File: src/rtl/mwsp_pkg.sv
// ============================================================================
// mwsp_pkg - shared types and constants for the mecanum wheel speed pid
// widths of the fixed-point datapath, register map and the wheel mix
// ============================================================================
`timescale 1ns / 1ps
`default_nettype none

package mwsp_pkg;

    localparam int WHEELS         = 4;
    localparam int ANGLE_BITS_DEF = 13;
    localparam int MOVE_W         = 12;
    localparam int MIX_W          = 14;
    localparam int GAIN_W         = 16;
    localparam int LIMIT_W        = 31;
    localparam int ERR_W          = 32;
    localparam int DERR_W         = 33;
    localparam int MUL_B_W        = 33;
    localparam int PROD_W         = GAIN_W + 1 + MUL_B_W;
    localparam int PROD_SHIFT     = 16;
    localparam int TERM_W         = PROD_W - PROD_SHIFT;
    localparam int PID_W          = TERM_W + 2;
    localparam int DRIVE_W        = 16;
    localparam int DRIVE_MAX      = 32767;
    localparam int DELTA_SHIFT    = 8;

    localparam int APB_ADDR_W = 5;
    localparam int APB_DATA_W = 32;
    localparam int REG_IDX_W  = 3;

    localparam logic [REG_IDX_W-1:0] REG_GAIN_P = 3'd0;
    localparam logic [REG_IDX_W-1:0] REG_GAIN_I = 3'd1;
    localparam logic [REG_IDX_W-1:0] REG_GAIN_D = 3'd2;
    localparam logic [REG_IDX_W-1:0] REG_LIMIT  = 3'd3;
    localparam logic [REG_IDX_W-1:0] REG_SCALE  = 3'd4;

    localparam logic [GAIN_W-1:0]  RST_GAIN_P = 16'd72;
    localparam logic [GAIN_W-1:0]  RST_GAIN_I = 16'd0;
    localparam logic [GAIN_W-1:0]  RST_GAIN_D = 16'd5120;
    localparam logic [LIMIT_W-1:0] RST_LIMIT  = 31'd25600;
    localparam logic [GAIN_W-1:0]  RST_SCALE  = 16'd41;

    typedef struct packed {
        logic [GAIN_W-1:0]  gain_p;
        logic [GAIN_W-1:0]  gain_i;
        logic [GAIN_W-1:0]  gain_d;
        logic [LIMIT_W-1:0] integral_limit;
        logic [GAIN_W-1:0]  setpoint_scale;
    } cfg_t;

    // mecanum mix for one wheel
    function automatic logic signed [MIX_W-1:0] wheel_mix(
        input logic [1:0]               idx,
        input logic signed [MOVE_W-1:0] x,
        input logic signed [MOVE_W-1:0] y,
        input logic signed [MOVE_W-1:0] w
    );
        logic signed [MIX_W-1:0] xe;
        logic signed [MIX_W-1:0] ye;
        logic signed [MIX_W-1:0] we;
        logic signed [MIX_W-1:0] res;
        xe = {{(MIX_W-MOVE_W){x[MOVE_W-1]}}, x};
        ye = {{(MIX_W-MOVE_W){y[MOVE_W-1]}}, y};
        we = {{(MIX_W-MOVE_W){w[MOVE_W-1]}}, w};
        case (idx)
            2'd0:    res = xe - ye - we;
            2'd1:    res = xe + ye - we;
            2'd2:    res = ye - xe - we;
            default: res = -xe - ye - we;
        endcase
        return res;
    endfunction

endpackage

`default_nettype wire

File: src/rtl/mwsp_regs.sv
// ============================================================================
// mwsp_regs - configuration register file
// apb-style write and read access to the gains, integral limit and scale
// ============================================================================
`timescale 1ns / 1ps
`default_nettype none

module mwsp_regs
(
    input  wire logic                             clk,
    input  wire logic                             rst_n,
    input  wire logic                             psel,
    input  wire logic                             penable,
    input  wire logic                             pwrite,
    input  wire logic [mwsp_pkg::APB_ADDR_W-1:0]  paddr,
    input  wire logic [mwsp_pkg::APB_DATA_W-1:0]  pwdata,
    output logic      [mwsp_pkg::APB_DATA_W-1:0]  prdata,
    output logic                                  pready,
    output mwsp_pkg::cfg_t                        cfg
);
    import mwsp_pkg::*;

    cfg_t                 cfg_reg;
    cfg_t                 cfg_next;
    logic                 wr_en;
    logic [REG_IDX_W-1:0] reg_idx;

    assign pready  = 1'b1;
    assign wr_en   = psel & penable & pwrite & pready;
    assign reg_idx = paddr[APB_ADDR_W-1:2];
    assign cfg     = cfg_reg;

    always_comb
    begin
        cfg_next = cfg_reg;
        if (wr_en)
        begin
            case (reg_idx)
                REG_GAIN_P: cfg_next.gain_p         = pwdata[GAIN_W-1:0];
                REG_GAIN_I: cfg_next.gain_i         = pwdata[GAIN_W-1:0];
                REG_GAIN_D: cfg_next.gain_d         = pwdata[GAIN_W-1:0];
                REG_LIMIT:  cfg_next.integral_limit = pwdata[LIMIT_W-1:0];
                REG_SCALE:  cfg_next.setpoint_scale = pwdata[GAIN_W-1:0];
                default:    cfg_next = cfg_reg;
            endcase
        end
    end

    always_comb
    begin
        case (reg_idx)
            REG_GAIN_P: prdata = {{(APB_DATA_W-GAIN_W){1'b0}}, cfg_reg.gain_p};
            REG_GAIN_I: prdata = {{(APB_DATA_W-GAIN_W){1'b0}}, cfg_reg.gain_i};
            REG_GAIN_D: prdata = {{(APB_DATA_W-GAIN_W){1'b0}}, cfg_reg.gain_d};
            REG_LIMIT:  prdata = {{(APB_DATA_W-LIMIT_W){1'b0}}, cfg_reg.integral_limit};
            REG_SCALE:  prdata = {{(APB_DATA_W-GAIN_W){1'b0}}, cfg_reg.setpoint_scale};
            default:    prdata = '0;
        endcase
    end

    always_ff @(posedge clk or negedge rst_n)
    begin
        if (!rst_n)
        begin
            cfg_reg.gain_p         <= RST_GAIN_P;
            cfg_reg.gain_i         <= RST_GAIN_I;
            cfg_reg.gain_d         <= RST_GAIN_D;
            cfg_reg.integral_limit <= RST_LIMIT;
            cfg_reg.setpoint_scale <= RST_SCALE;
        end
        else
        begin
            cfg_reg <= cfg_next;
        end
    end

endmodule

`default_nettype wire

File: config.mk
export PLATFORM = sky130hd
export DESIGN_NAME = mwsp_regs
export DESIGN_NICKNAME = d
export VERILOG_FILES = /design/src/rtl/mwsp_pkg.sv /design/src/rtl/mwsp_regs.sv
export SDC_FILE = /design/constraint.sdc
export NUM_CORES = 1
export LEC_CHECK = 0
export BUFFER_PORTS_ARGS = -buffer_cell sky130_fd_sc_hd__buf_2
export CAP_MARGIN = 15
export CORE_MARGIN = 3
export CORE_UTILIZATION = 38
export DETAILED_ROUTE_END_ITERATION = 6
export PLACE_DENSITY_LB_ADDON = 0.1
export SLEW_MARGIN = 20
export SYNTH_ARGS = -nofsm -noshare
export SYNTH_HDL_FRONTEND = slang
export SYNTH_SLANG_ARGS = --single-unit
export TNS_END_PERCENT = 50
File: constraint.sdc
create_clock -name clk -period 4.2 [get_ports clk]
set_input_delay 0.84 -clock clk [delete_from_list [all_inputs] [get_ports clk]]
set_output_delay 0.84 -clock clk [all_outputs]
set_load 0.01 [all_outputs]
Word level (Yosys, flattened, before mapping)
Index checks and enable logic that the tools add are counted.

Flip-flop bits (word level): 95. Input bits: 42. Output and inout port bits: 128. Logic and storage cells: 18.

Equality and inequality tests: 4. Muxes and demuxes: 1. Bitwise logic cells: 2. Reduce and logical (&&, ||, !) cells: 6.

Operators by type and width (number): $pmux 31 s5 (1); $reduce_and 2->1 (5); $eq 3x2->1 const B (2); $eq 3x1->1 const B (1); $eq 3x3->1 const B (1); $logic_not 3->1 (1); $and 1x1->1 (2).

Logic depth before layout (Yosys ltp)
Word-level depth: 3. Gate-level depth with buffers: 6.

Worst setup path before layout
No wires, ideal clock.

Path type: input to output. Start point: input paddr[3] (netlist name). End point: output prdata[0] (netlist name). Arrival: 1921 ps. Data required time: 3360 ps. Setup slack: 1439 ps. Stages on the path: 4. Path buffers: 2. Cells stage by stage: buf_4 > nor3_1 > buf_2 > a221o_1.

Longest elaborated chain between the ends: 2. Elaborated cells on any way between the ends: 6. Those cells by class: eq/ne (4); mux (1); reduce/logical (1).

Ends and longest elaborated chain: from (decl) (line mwsp_regs.sv:15) `input wire logic [mwsp_pkg::APB_ADDR_W-1:0] paddr,`; $eq 3x3->1 (tied with other cells) (line mwsp_regs.sv:51) `case (reg_idx)`; $pmux 31 s5 (*) (line mwsp_regs.sv:51); to (decl) (line mwsp_regs.sv:17) `output logic [mwsp_pkg::APB_DATA_W-1:0] prdata,`.

Mark *: on every way between the ends. The rest lies on a longest branch, timed or not.

Worst setup path in the final report
Start point: input paddr[3] (netlist name). End point: output prdata[11] (netlist name).

The elaborated chain is that of the path after synthesis.

==> results_dict.tcl <==
set metrics [dict create \
    total_power_mw 2.48 \
    cap_viol_max_count 0 \
    htree_num_levels 3 \
    via_count_of_the_first_global_routing_pass 3124 \
    final.min_clock_period_ns 3.27 \
    grt_pass1_wl_um 18000 \
    remaining_drc_errors 0 \
    timing.rr.start "cfg[9]" \
    drive_above_1_share_pct 63.7 \
    synth_sequential_area_ratio_pct 56.1 \
    fin_worst_skew_ns 0 \
    setup_viol 0 \
    die_w_um 112 \
    worst_setup_path_startpoint "paddr[3]" \
    place_area_um2 5240 \
    most-common-layout-cells "buf_2, mux2_2, dfrtp_1" \
    cts-root-buf "clkbuf_8" \
    insertion_delay_ns 0.37 \
    syn-mean-instance-area_um2 14.7 \
    crit_required_ns 3.36 \
    finalSetupTns_ns 0 \
    max-clock-path-buffers 2 \
    ys_warn_count 0 \
    fill_cells 1023 \
    clkTransAtPathRegs_ns 0.09 \
    class_of_the_most_critical_setup_path "in2out" \
    antenna_found_initial 0 \
    synth_cell_type_count 24 \
    ir_worst_vdd_uv 334 \
    die_area_um2 12500 \
    routed_wirelength_normalized_by_instance_count_um 19.0 \
    grt_start_max_net_pins 81 \
    place_congestion 0.770 \
    number_of_flip_flops_under_the_largest_register_name 95 \
    endpoint_kind "primary output" \
    timing.final.crit_share_pct 77.9 \
    worst_hold_slack_ns 0.493 \
    power.density_cell_area_nw_per_um2 455 \
    worst_hold_path_type "in2async" \
    postCtsSetupBuffers 0 \
    cp_data_arrival_time_ns 2.43 \
    fp.coreArea_um2 10900 \
    synth-seq-cells 95 \
    cts_inserted_buffers 9 \
    setup_repair_after_global_routing_missed_its_margin "no" \
    ant_nets 0 \
    avgViaCountPerCell 5.07 \
    setup_ws_ns 0.927 \
    worst-path-max-fanout 18 \
    cp-endpoint "prdata[11]" \
    finish.instance_area_um2 5450 \
    starting_density_pct 39.1 \
    hold_buffers 0 \
    syn_nets 331 \
    post_synth_inst_count 289 \
    drt_wl_total_um 11400 \
    area.growth.synth_to_final_pct 27.8 \
    cts_tree "yes" \
    post-place-ws_ns 0.875 \
    design.portCount 170 \
    cts_sinks 95 \
    final_util_pct 50.0 \
    final-hold-violation-count 0 \
    outcome "finished clean" \
    layout.cells.non_filler 600 \
    drtPass1Iterations 4 \
    final_nets 497 \
    r2r_setup_slack_ns 3.40 \
    layout.cells.most_common "buf_2" \
    cellLeakagePower_nw 2.86 \
    drt-initial-drc-count 111 \
    reg2reg_to "cfg[9]" \
    grt.total_usage_pct 18.6 \
    core.rowCount 38 \
    io_buffer_count 164 \
    antennaDiodeCount 0 \
    max-slew-margin-rel_pct 45.1 \
    critPathLaunchType "primary input" \
    worst_r2r_path_depth 1 \
    syn_area_um2 4260 \
    die_h_um 112 \
    achievable-frequency_mhz 306 \
    dp_hpwl_um 7850 \
    num_vias 3043 \
    finalMaxSlewViolations 0 \
    tightest_slew_ns 0.822 \
    dp_cells 584 \
    grt_overflow 0 \
    cts.repair.resized 0 \
]
power by group:
| part | leakage, nW | internal, mW | switching [mW] |
|---|---|---|---|
| Combinational | 1.57 | 0.323 | 0.306 |
| Clock | 0.106 | 0.305 | 0.306 |
| Sequential | 1.19 | 1.11 | 0.133 |
cell usage after synthesis, drive strengths merged:
library cell	n	share of area (%)
nor2	3	0.32
mux2i	16	3.8
nand2	1	0.088
or3	1	0.15
and4	1	0.21
conb	2	0.18
dfrtp	85	50
a221o	16	3.8
nor3b	2	0.73
nand2b	2	0.29
o2bb2ai	16	3.3
nand4b	1	0.56
nor2b	1	0.15
dfstp	10	6.2
nor3	1	0.12
and3	15	2.2
mux2	95	25
buf	15	2.5
clkbuf	6	0.53
critical path, stage by stage:
cell     delay (ns)
buf_2          0.29
nor3_2         0.66
buf_4          0.33
a221o_1        0.18
buf_2          0.13
layout make-up:
type / count / area (um^2) / area share, %
timing repair buffer: 176 / 917 / 16.8
multi-input combinational: 173 / 1760 / 32.4
sequential: 95 / 2390 / 43.9
tap: 140 / 175 / 3.22
clock buffer: 12 / 155 / 2.85
clock inverter: 4 / 45.0 / 0.827
per-layer routing:
| metal | track usage, % | vias up | part of all wire (%) |
|---|---|---|---|
| met5 | 0 | - | 0 |
| met4 | 4.38 | 0 | 1.0 |
| met3 | 5.98 | 11 | 6.9 |
| met2 | 30.0 | 110 | 47 |
| met1 | 24.5 | 1510 | 45 |
| li1 | - | 1412 | - |
how the worst min path moves through the flow:
stage	endpoint	cells after the start
2_1_floorplan	cfg[10]	0
3_3_place_gp	cfg[11]	1
3_5_place_dp	cfg[13]	1
4_1_cts	cfg[10]	1
5_1_grt	cfg[67]	1
6_report	cfg[51]	1
kinds of logic after synthesis:
| logic type | share of synthesized area [%] |
|---|---|
| other cells | 0.176 |
| buf+inv | 3.02 |
| simple gates | 4.82 |
| compound gates | 7.05 |
| flops | 56.1 |
| mux | 28.9 |
Power figures use the tool's default switching activity.
