**src/rtl/mwsp_pkg.sv**
```systemverilog
// ============================================================================
// mwsp_pkg - shared types and constants for the mecanum wheel speed pid
// widths of the fixed-point datapath, register map and the wheel mix
// ============================================================================
`timescale 1ns / 1ps
`default_nettype none

package mwsp_pkg;

    localparam int WHEELS         = 4;
    localparam int ANGLE_BITS_DEF = 13;
    localparam int MOVE_W         = 12;
    localparam int MIX_W          = 14;
    localparam int GAIN_W         = 16;
    localparam int LIMIT_W        = 31;
    localparam int ERR_W          = 32;
    localparam int DERR_W         = 33;
    localparam int MUL_B_W        = 33;
    localparam int PROD_W         = GAIN_W + 1 + MUL_B_W;
    localparam int PROD_SHIFT     = 16;
    localparam int TERM_W         = PROD_W - PROD_SHIFT;
    localparam int PID_W          = TERM_W + 2;
    localparam int DRIVE_W        = 16;
    localparam int DRIVE_MAX      = 32767;
    localparam int DELTA_SHIFT    = 8;

    localparam int APB_ADDR_W = 5;
    localparam int APB_DATA_W = 32;
    localparam int REG_IDX_W  = 3;

    localparam logic [REG_IDX_W-1:0] REG_GAIN_P = 3'd0;
    localparam logic [REG_IDX_W-1:0] REG_GAIN_I = 3'd1;
    localparam logic [REG_IDX_W-1:0] REG_GAIN_D = 3'd2;
    localparam logic [REG_IDX_W-1:0] REG_LIMIT  = 3'd3;
    localparam logic [REG_IDX_W-1:0] REG_SCALE  = 3'd4;

    localparam logic [GAIN_W-1:0]  RST_GAIN_P = 16'd72;
    localparam logic [GAIN_W-1:0]  RST_GAIN_I = 16'd0;
    localparam logic [GAIN_W-1:0]  RST_GAIN_D = 16'd5120;
    localparam logic [LIMIT_W-1:0] RST_LIMIT  = 31'd25600;
    localparam logic [GAIN_W-1:0]  RST_SCALE  = 16'd41;

    typedef struct packed {
        logic [GAIN_W-1:0]  gain_p;
        logic [GAIN_W-1:0]  gain_i;
        logic [GAIN_W-1:0]  gain_d;
        logic [LIMIT_W-1:0] integral_limit;
        logic [GAIN_W-1:0]  setpoint_scale;
    } cfg_t;

    // mecanum mix for one wheel
    function automatic logic signed [MIX_W-1:0] wheel_mix(
        input logic [1:0]               idx,
        input logic signed [MOVE_W-1:0] x,
        input logic signed [MOVE_W-1:0] y,
        input logic signed [MOVE_W-1:0] w
    );
        logic signed [MIX_W-1:0] xe;
        logic signed [MIX_W-1:0] ye;
        logic signed [MIX_W-1:0] we;
        logic signed [MIX_W-1:0] res;
        xe = {{(MIX_W-MOVE_W){x[MOVE_W-1]}}, x};
        ye = {{(MIX_W-MOVE_W){y[MOVE_W-1]}}, y};
        we = {{(MIX_W-MOVE_W){w[MOVE_W-1]}}, w};
        case (idx)
            2'd0:    res = xe - ye - we;
            2'd1:    res = xe + ye - we;
            2'd2:    res = ye - xe - we;
            default: res = -xe - ye - we;
        endcase
        return res;
    endfunction

endpackage

`default_nettype wire

```
**src/rtl/mwsp_lane.sv**
```systemverilog
// ============================================================================
// mwsp_lane - one wheel's incremental pid
// angle delta with wrap, setpoint, clamped error sum and saturating drive,
// with one multiplier shared over setpoint and the three pid terms
// ============================================================================
`timescale 1ns / 1ps
`default_nettype none

module mwsp_lane
#(
    parameter int ANGLE_BITS = mwsp_pkg::ANGLE_BITS_DEF,
    parameter int LANE       = 0
)
(
    input  wire logic                                clk,
    input  wire logic                                rst_n,
    input  wire logic                                start,
    input  wire mwsp_pkg::cfg_t                      cfg,
    input  wire logic        [ANGLE_BITS-1:0]        angle,
    input  wire logic signed [mwsp_pkg::MOVE_W-1:0]  move_x,
    input  wire logic signed [mwsp_pkg::MOVE_W-1:0]  move_y,
    input  wire logic signed [mwsp_pkg::MOVE_W-1:0]  move_w,
    output logic                                     done,
    output logic signed      [mwsp_pkg::DRIVE_W-1:0] drive
);
    import mwsp_pkg::*;

    localparam int DW     = ANGLE_BITS + 2;
    localparam int ACC_W  = PID_W + 1;
    localparam int SUM_W  = ERR_W + 1;
    localparam logic signed [DW-1:0]    TURN   = DW'(2 ** ANGLE_BITS);
    localparam logic signed [DW-1:0]    HALF   = DW'(2 ** (ANGLE_BITS - 1));
    localparam logic signed [ACC_W-1:0] DRV_HI = ACC_W'(DRIVE_MAX);
    localparam logic signed [ACC_W-1:0] DRV_LO = -ACC_W'(DRIVE_MAX);
    localparam logic [1:0]              LANE_ID = 2'(LANE);

    localparam logic [2:0] ST_IDLE = 3'd0;
    localparam logic [2:0] ST_SETP = 3'd1;
    localparam logic [2:0] ST_ERR  = 3'd2;
    localparam logic [2:0] ST_MP   = 3'd3;
    localparam logic [2:0] ST_MI   = 3'd4;
    localparam logic [2:0] ST_MD   = 3'd5;
    localparam logic [2:0] ST_SUM  = 3'd6;
    localparam logic [2:0] ST_DRV  = 3'd7;

    logic [2:0]                 step_reg, step_next;
    logic [ANGLE_BITS-1:0]      prior_angle_reg, prior_angle_next;
    logic signed [ERR_W-1:0]    prior_error_reg, prior_error_next;
    logic signed [ERR_W-1:0]    error_sum_reg, error_sum_next;
    logic signed [DRIVE_W-1:0]  drive_reg, drive_next;
    logic signed [DW-1:0]       delta_reg, delta_next;
    logic signed [PROD_W-1:0]   prod_reg, prod_next;
    logic signed [ERR_W-1:0]    err_reg, err_next;
    logic signed [DERR_W-1:0]   derr_reg, derr_next;
    logic signed [PID_W-1:0]    pid_reg, pid_next;

    logic signed [MIX_W-1:0]    mix;
    logic signed [DW-1:0]       d_raw;
    logic signed [DW-1:0]       d_wrap;
    logic [GAIN_W-1:0]          mul_a;
    logic signed [MUL_B_W-1:0]  mul_b;
    logic signed [PROD_W-1:0]   mul_out;
    logic signed [ERR_W-1:0]    setp;
    logic signed [ERR_W-1:0]    delta_sh;
    logic signed [ERR_W-1:0]    err_c;
    logic signed [SUM_W-1:0]    sum_raw;
    logic signed [SUM_W-1:0]    lim_pos;
    logic signed [SUM_W-1:0]    sum_c;
    logic signed [TERM_W-1:0]   term;
    logic signed [PID_W-1:0]    term_ext;
    logic signed [ACC_W-1:0]    drv_sum;
    logic signed [ACC_W-1:0]    drv_sat;

    assign mix  = wheel_mix(LANE_ID, move_x, move_y, move_w);
    assign done = (step_reg == ST_DRV);
    assign drive = drive_reg;

    // angle change, wrapped into half a turn either way
    always_comb
    begin
        d_raw = $signed({2'b00, angle}) - $signed({2'b00, prior_angle_reg});
        if (d_raw > HALF)
        begin
            d_wrap = d_raw - TURN;
        end
        else if (d_raw < -HALF)
        begin
            d_wrap = d_raw + TURN;
        end
        else
        begin
            d_wrap = d_raw;
        end
    end

    // shared multiplier operand select
    always_comb
    begin
        case (step_reg)
            ST_SETP:
            begin
                mul_a = cfg.setpoint_scale;
                mul_b = {{(MUL_B_W-MIX_W){mix[MIX_W-1]}}, mix};
            end
            ST_MP:
            begin
                mul_a = cfg.gain_p;
                mul_b = {err_reg[ERR_W-1], err_reg};
            end
            ST_MI:
            begin
                mul_a = cfg.gain_i;
                mul_b = {error_sum_reg[ERR_W-1], error_sum_reg};
            end
            ST_MD:
            begin
                mul_a = cfg.gain_d;
                mul_b = derr_reg;
            end
            default:
            begin
                mul_a = '0;
                mul_b = '0;
            end
        endcase
        mul_out = $signed({1'b0, mul_a}) * mul_b;
    end

    // error, derivative and clamped error sum
    always_comb
    begin
        setp     = prod_reg[ERR_W-1:0];
        delta_sh = {{(ERR_W-DW){delta_reg[DW-1]}}, delta_reg} <<< DELTA_SHIFT;
        err_c    = setp - delta_sh;
        lim_pos  = $signed({2'b00, cfg.integral_limit});
        sum_raw  = {error_sum_reg[ERR_W-1], error_sum_reg} + {err_c[ERR_W-1], err_c};
        if (sum_raw > lim_pos)
        begin
            sum_c = lim_pos;
        end
        else if (sum_raw < -lim_pos)
        begin
            sum_c = -lim_pos;
        end
        else
        begin
            sum_c = sum_raw;
        end
    end

    // floor shift of the registered product, then drive saturation
    always_comb
    begin
        term     = prod_reg[PROD_W-1:PROD_SHIFT];
        term_ext = {{(PID_W-TERM_W){term[TERM_W-1]}}, term};
        drv_sum  = {{(ACC_W-DRIVE_W){drive_reg[DRIVE_W-1]}}, drive_reg}
                 + {pid_reg[PID_W-1], pid_reg};
        if (drv_sum > DRV_HI)
        begin
            drv_sat = DRV_HI;
        end
        else if (drv_sum < DRV_LO)
        begin
            drv_sat = DRV_LO;
        end
        else
        begin
            drv_sat = drv_sum;
        end
    end

    always_comb
    begin
        step_next        = step_reg;
        prior_angle_next = prior_angle_reg;
        prior_error_next = prior_error_reg;
        error_sum_next   = error_sum_reg;
        drive_next       = drive_reg;
        delta_next       = delta_reg;
        prod_next        = prod_reg;
        err_next         = err_reg;
        derr_next        = derr_reg;
        pid_next         = pid_reg;
        case (step_reg)
            ST_IDLE:
            begin
                if (start)
                begin
                    step_next = ST_SETP;
                end
            end
            ST_SETP:
            begin
                delta_next = d_wrap;
                prod_next  = mul_out;
                step_next  = ST_ERR;
            end
            ST_ERR:
            begin
                err_next         = err_c;
                derr_next        = {err_c[ERR_W-1], err_c}
                                 - {prior_error_reg[ERR_W-1], prior_error_reg};
                prior_error_next = err_c;
                error_sum_next   = sum_c[ERR_W-1:0];
                prior_angle_next = angle;
                step_next        = ST_MP;
            end
            ST_MP:
            begin
                prod_next = mul_out;
                pid_next  = '0;
                step_next = ST_MI;
            end
            ST_MI:
            begin
                prod_next = mul_out;
                pid_next  = pid_reg + term_ext;
                step_next = ST_MD;
            end
            ST_MD:
            begin
                prod_next = mul_out;
                pid_next  = pid_reg + term_ext;
                step_next = ST_SUM;
            end
            ST_SUM:
            begin
                pid_next  = pid_reg + term_ext;
                step_next = ST_DRV;
            end
            ST_DRV:
            begin
                drive_next = drv_sat[DRIVE_W-1:0];
                step_next  = ST_IDLE;
            end
            default:
            begin
                step_next = ST_IDLE;
            end
        endcase
    end

    always_ff @(posedge clk or negedge rst_n)
    begin
        if (!rst_n)
        begin
            step_reg        <= ST_IDLE;
            prior_angle_reg <= '0;
            prior_error_reg <= '0;
            error_sum_reg   <= '0;
            drive_reg       <= '0;
        end
        else
        begin
            step_reg        <= step_next;
            prior_angle_reg <= prior_angle_next;
            prior_error_reg <= prior_error_next;
            error_sum_reg   <= error_sum_next;
            drive_reg       <= drive_next;
        end
    end

    always_ff @(posedge clk)
    begin
        delta_reg <= delta_next;
        prod_reg  <= prod_next;
        err_reg   <= err_next;
        derr_reg  <= derr_next;
        pid_reg   <= pid_next;
    end

endmodule

`default_nettype wire
```
**config.mk**
```make
export PLATFORM = sky130hd
export DESIGN_NAME = mwsp_lane
export DESIGN_NICKNAME = d
export VERILOG_FILES = /design/src/rtl/mwsp_pkg.sv /design/src/rtl/mwsp_lane.sv
export SDC_FILE = /design/constraint.sdc
export NUM_CORES = 2
export LEC_CHECK = 0
export BUFFER_PORTS_ARGS = -buffer_cell sky130_fd_sc_hd__buf_2
export CAP_MARGIN = 25
export CORE_ASPECT_RATIO = 1.25
export CORE_MARGIN = 5
export CORE_UTILIZATION = 60
export CTS_BUF_LIST = sky130_fd_sc_hd__clkbuf_2 sky130_fd_sc_hd__clkbuf_4 sky130_fd_sc_hd__clkbuf_8
export CTS_CLUSTER_SIZE = 10
export DETAILED_ROUTE_END_ITERATION = 6
export GPL_TIMING_DRIVEN = 0
export PLACE_DENSITY = 0.78
export RECOVER_POWER = 100
export SETUP_SLACK_MARGIN = 0.02
export SLEW_MARGIN = 25
export SYNTH_ARGS = -nofsm -noshare
export SYNTH_HDL_FRONTEND = slang
export SYNTH_SLANG_ARGS = --single-unit
```
**constraint.sdc**
```tcl
create_clock -name clk -period 10.95 [get_ports clk]
set_input_delay 0.5475 -clock clk [delete_from_list [all_inputs] [get_ports clk]]
set_output_delay 0.5475 -clock clk [all_outputs]
set_load 0.005 [all_outputs]
```
# [Yosys cells after proc, flatten, opt, wreduce, memory -nomap -nowiden]
# Cells that the tools add are included.
[totals] reg_bits=262 inputBits=147 out_inout_bits=17 wordCells=51
[op_classes] addsub=11 n_mul=1 n_lt_le_gt_ge=6 n_eq_ne=8 muxes=11 reduce_logical=4
[ops] operator="33-bit one-hot mux with 4 select lines" count=1
[ops] operator="36-bit one-hot mux with 2 select lines" count=1
[ops] operator="32-bit two-way mux" count=2
[ops] operator="16-bit one-hot mux with 4 select lines" count=1
[ops] operator="17-bit by 33-bit multiplier with 50-bit output" count=1
[ops] operator="16-bit by 36-bit adder with 37-bit output" count=1
[ops] operator="37-bit by 16-bit greater-than comparator with 1-bit output, second input constant" count=1
[ops] operator="37-bit by 16-bit < comparator with 1-bit output, second input constant" count=1
[ops] operator="36-bit by 34-bit adder with 36-bit output" count=1
[ops] operator="32-bit by 32-bit adder with 33-bit output" count=1
[ops] operator="33-bit by 32-bit greater-than comparator with 1-bit output" count=1
[ops] operator="33-bit < comparator" count=1
[ops] operator="31-bit negator with 33-bit output" count=1
[ops] operator="32-bit by 32-bit subtractor with 33-bit output" count=1
[ops] operator="16-bit two-way mux" count=2
[ops] operator="32-bit by 23-bit subtractor with 32-bit output" count=1
[ops] operator="15-bit two-way mux" count=2
[ops] operator="3-bit one-hot mux with 8 select lines" count=1
[ops] operator="14-bit by 15-bit adder with 15-bit output, second input constant" count=1
[ops] operator="14-bit by 15-bit subtractor with 15-bit output, second input constant" count=1
[ops] operator="14-bit greater-than comparator, second input constant" count=1
[ops] operator="14-bit by 13-bit < comparator with 1-bit output, second input constant" count=1
[ops] operator="13-bit by 12-bit subtractor with 14-bit output" count=1
[ops] operator="13-bit by 13-bit subtractor with 14-bit output" count=1
[ops] operator="10 further kinds" count=14

# [Longest topological paths before layout]
[logic_depth] depth_word=5 mapped_depth=41 ltp_nobuf=39

# [Worst setup path after synthesis]
# No wires, ideal clock.
[synth_path] path_kind="in2reg" from="in move_y[0] (netlist name)" to="reg prod_reg[45], data pin" setup_time_ns=0.260 arrival_ns=9.282 t_required_ns=10.690 slack_ns=1.409 path_stages=36 path_buffers=2 cell_sequence="inv_1 -> fa_1 -> ha_1 -> a21o_1 -> a21oi_1 -> o21bai_1 -> a21oi_1 -> o21bai_1 -> a21oi_1 -> o21bai_1 -> a2111o_1 -> and4_1 -> nor2_1 -> clkbuf_1 -> clkbuf_1 -> o21ai_0 -> fa_1 -> fa_1 -> fa_1 -> inv_1 -> fa_1 -> fa_1 -> inv_1 -> fa_1 -> inv_1 -> ha_1 -> a211o_1 -> a21oi_1 -> a221oi_1 -> nand3_1 -> a211oi_1 -> or4_1 -> and3_1 -> or3_1 -> a31oi_1 -> xnor2_1"
[synth_between] elab_chain_cells=4
[synth_lines] element="start: declaration" line_no="mwsp_lane.sv:21" rtl="input wire logic signed [mwsp_pkg::MOVE_W-1:0] move_y,"
[synth_lines] element="12-bit by 12-bit subtractor with 13-bit output" line_no="mwsp_pkg.sv:66" rtl="2'd0: res = xe - ye - we;"
[synth_lines] element="13-bit by 12-bit subtractor with 14-bit output" line_no="mwsp_pkg.sv:66"
[synth_lines] element="33-bit one-hot mux with 4 select lines" line_no="mwsp_lane.sv:99" rtl="case (step_reg)"
[synth_lines] element="17-bit by 33-bit multiplier with 50-bit output" line_no="mwsp_lane.sv:126" rtl="mul_out = $signed({1'b0, mul_a}) * mul_b;"
[synth_lines] element="via mul_out[45]" line_no="mwsp_lane.sv:62" rtl="logic signed [PROD_W-1:0] mul_out;"
[synth_lines] element="end signal: assignment" line_no="mwsp_lane.sv:266" rtl="prod_reg <= prod_next;"
[synth_lines] element="end: declaration" line_no="mwsp_lane.sv:52" rtl="logic signed [PROD_W-1:0] prod_reg, prod_next;"
# The timed path passes the listed nets, and every way through them passes these cells.
# A chain may end at the register's enable or synchronous reset.

# [Worst setup path in the final report]
[layout_path] from="reg step_reg[2]" to="reg prod_reg[47], data pin"
[layout_between] elab_chain_cells=3 word_cells_on_any_way=7 classes_between="mul: 1; eq/ne: 4; mux: 2"
[layout_lines] element="start: declaration" line_no="mwsp_lane.sv:46" rtl="logic [2:0] step_reg, step_next;"
[layout_lines] element="start signal: assignment" line_no="mwsp_lane.sv:255" rtl="step_reg <= step_next;"
[layout_lines] element="3-bit equality test, or another cell as far along" line_no="mwsp_lane.sv:99"
[layout_lines] element="16-bit one-hot mux with 4 select lines or 33-bit one-hot mux with 4 select lines (tied branches)" line_no="mwsp_lane.sv:99"
[layout_lines] element="17-bit by 33-bit multiplier with 50-bit output (*)" line_no="mwsp_lane.sv:126"
[layout_lines] element="via mul_out[47]" line_no="mwsp_lane.sv:62"
# The timed path passes the listed nets; every way through them passes the cells marked *.

==> run_results.csv <==
group,metric,value,unit
outcome,outcome,"finished, violations left",
outcome,violations,"max-capacitance violations, max-slew violations",
detailed_routing,first_pass_iters,6,
global_routing,first_global_vias,38350,
floorplanning,ioPinCount,164,
floorplanning,dieHeight,305.0,um
global_routing,overflow,0,
synth,async_reset_ff_frac,0.3664,
sta,period_share,0.9855,
synth,ys_types,82,
sta,slew_headroom,-1.197,
clock_network,clk_pin_slew,0.06,ns
global_routing,antenna_found_initial,8,
synth,ys_seq_area_frac,0.1768,
floorplanning,rows,108,
placed_design,gp_congestion,1.050,
final_layout,finalNetCount,6086,
setup_path,critPathMaxStageDelay,0.71,ns
final_layout,largest_reg_flops,50,
detailed_routing,vias_per_cell,6.182,
detailed_routing,drcViolationCount,0,
clock_network,cts_tree,"yes",
sta,setup_viol,0,
sta,clock_skew,0.09964,ns
placed_design,dpl.hpwl,118.0,mm
synth,syn_inst,4822,
setup_path,critPathLaunchType,"flip-flop",
setup_path,r2r_cells,29,
placed_design,placed_area,0.04399,mm2
floorplanning,dieWidth,246.0,um
detailed_routing,wirelength,141.7,mm
clock_network,cts_buffer_depth,3,
final_layout,final_util,0.6498,
setup_path,cp_common_cell,"fa_1",
clock_network,cts_made_buffers,47,
sta,finalHoldViolations,0,
sta,min_period,10.79,ns
synth,synth-edff-count,166,
final_layout,drive_gt1_frac,0.06121,
setup_path,crit_type,"reg -> reg",
detailed_routing,ant_nets,0,
sta,tns,0,ns
worst_hold_path,min_path_type,"in -> reg",
sta,fmax,0.09267,GHz
synth,ys_ff_latch,262,
sta,slew_viol_final,183,
clock_network,clk_latency,0.76,ns
global_routing,grt_usage,0.3726,
floorplanning,core-area,0.06919,mm2
worst_hold_path,holdPathEnd,"prior_angle_reg[2]",
flow_run,max_cap_violations,5,
setup_path,r2r_setup_slack,0.16,ns
synth,syn_area,0.04178,mm2
global_routing,grt_max_degree,50,
setup_path,cp-end-kind,"flip-flop",
sta,rsz0062_at_grt,"no",
synth,yosys_warnings,0,
detailed_routing,initialDrtViolationCount,3329,
synth,syn_avg_cell_area,8.664,um2
detailed_routing,via_count,37230,
floorplanning,dieArea,0.07504,mm2
worst_hold_path,min_from,"angle[2]",
setup_path,crit_fanout,10,
setup_path,cpMaxStageDelayCell,"clkbuf_1",
clock_network,post_cts_buffers,0,
setup_path,reg2reg_to,"prod_reg[47]",
sta,worst_slew_pin_slew,3.295,ns
synth,syn-num-nets,5863,
placed_design,dp.cells,5929,
synth,ys.flop_type,"edfxtp_1",
setup_path,rr_startpoint,"step_reg[2]",
detailed_routing,wl_per_cell,23.54,um
clock_network,h-tree-depth,2,
worst_hold_path,worstHoldPathCells,3,
final_layout,stdcell_area,0.04496,mm2
final_layout,instances_no_fill,6022,
setup_path,arrival,11.20,ns
clock_network,cts_sinks,262,
setup_path,cp.required,11.36,ns
placed_design,numPortBuffers,161,
global_routing,grt_pass1_wl,214.6,mm
final_layout,syn_to_final_growth,7.613,%
clock_network,clockRootBuffer,"clkbuf_8",
floorplanning,start_util,0.6039,
## worst max path at each step
stage | startpoint | end | slack (ns) | cells after the start
finish | step_reg[2] | prod_reg[47] | 0.16 | 29
CTS | move_x[0] | prod_reg[47] | 0.05 | 36
global placement | step_reg[2] | prod_reg[47] | -2.87 | 28
floorplan | move_y[0] | prod_reg[45] | 1.41 | 36
detailed placement | move_x[0] | prod_reg[47] | -1.19 | 36
global route | move_x[0] | prod_reg[47] | 0.04 | 36
## logic make-up (layout without fill, tap and decap cells)
| group | Yosys count | count (layout) | share of synthesized area |
|---|---|---|---|
| xor+xnor | 199 | 199 | 0.04172 |
| flops | 262 | 262 | 0.1768 |
| compound gates | 1264 | 1264 | 0.1856 |
| other cells | 0 | 6 | 0 |
| simple gates | 1171 | 1171 | 0.1328 |
| buf+inv | 982 | 1241 | 0.08891 |
| fa+ha+maj | 894 | 894 | 0.3613 |
| mux | 50 | 50 | 0.01273 |
## cells in the mapped netlist (all sizes together), types with 12 or more instances
cell type | instances | area, um2
fa | 521 | 10430
nand2b | 63 | 394.1
or4 | 14 | 105.1
ha | 373 | 4667
inv | 773 | 2902
a21oi | 365 | 1827
nand4 | 40 | 250.2
mux2i | 25 | 250.2
nor2 | 278 | 1044
dfrtp | 96 | 2402
o21a | 45 | 337.8
buf | 27 | 130.1
nor2b | 49 | 306.5
o21bai | 36 | 270.3
a21boi | 15 | 112.6
o211ai | 17 | 127.6
a211oi | 36 | 275.3
edfxtp | 166 | 4985
or3 | 16 | 100.1
nor4 | 24 | 165.2
a22oi | 20 | 150.1
a31oi | 30 | 187.7
a221oi | 12 | 105.1
o311ai | 14 | 122.6
xnor2 | 145 | 1270
xor2 | 54 | 473.0
clkbuf | 181 | 679.4
mux2 | 25 | 281.5
and2 | 28 | 175.2
nand3 | 80 | 400.4
o21ai | 408 | 2046
nand2 | 389 | 1460
a21o | 120 | 900.9
and3 | 54 | 337.8
o31ai | 30 | 225.2
or2 | 16 | 100.1
nor3 | 84 | 420.4
## metal layers
layer,global-route usage,vias up,wire length (um),part of all wire
li1,-,16810,-,-
met1,0.4090,17860,48260,0.34
met2,0.6371,1897,67870,0.48
met3,0.07704,660,12200,0.086
met4,0.2703,8,13360,0.094
met5,0,-,52,0.00037
## what timing repair did
action                                 CTS  global route
hold buffers                             1             0
endpoints found under the hold margin   47             0
resized for setup                        9            16
setup endpoints to repair               23            13
## area by class of cell
type / instances / area, um2
inverter: 774 / 2905
multi-input combinational: 3578 / 30740
fill: 6088 / 24230
buffer: 208 / 829.5
sequential: 262 / 7387
antenna: 6 / 15.01
tap: 935 / 1170
timing repair buffer: 174 / 908.4
clock buffer: 61 / 783.3
clock inverter: 24 / 222.7
## critical path: cells and delay by family (launching register included)
family                   cells  cell delay (ns)
adder cells (fa/ha/maj)      7             3.44
buffers and inverters        8             2.67
AO/OA/AOI/OAI                8             2.26
AND/OR/NAND/NOR              5             1.61
flip-flops                   1             0.36
XOR/XNOR                     1             0.16
## placed cells by master, fill, tap and decap left out, drive strengths merged, types with 15 or more instances in the layout
master and count:
inv 776, fa 521, o21ai 408, nand2 389, ha 373, a21oi 365, nor2 278, clkbuf 261
buf 178, edfxtp 166, xnor2 145, a21o 120, dfrtp 96, nor3 84, nand3 80, nand2b 63
and3 54, xor2 54, nor2b 49, o21a 45, nand4 40, o21bai 36, a211oi 36, a31oi 30
o31ai 30, and2 28, mux2i 25, mux2 25, nor4 24, a22oi 20, clkinv 18, o211ai 17
or3 16, or2 16, a21boi 15
## stage by stage
| stage | worst slack [ns] | hold WS (ns) |
|---|---|---|
| floorplan | 1.409 | 0.2519 |
| global placement | -2.873 | 0.4633 |
| detailed placement | -1.189 | 0.4758 |
| CTS | 0.05219 | 0.04072 |
| global route | 0.04346 | 0.07094 |
| finish | 0.1589 | 0.06445 |
Power is left out: the tool's default activity adds up to more than one toggle a clock period on the data nets, which glitch-free logic cannot reach.
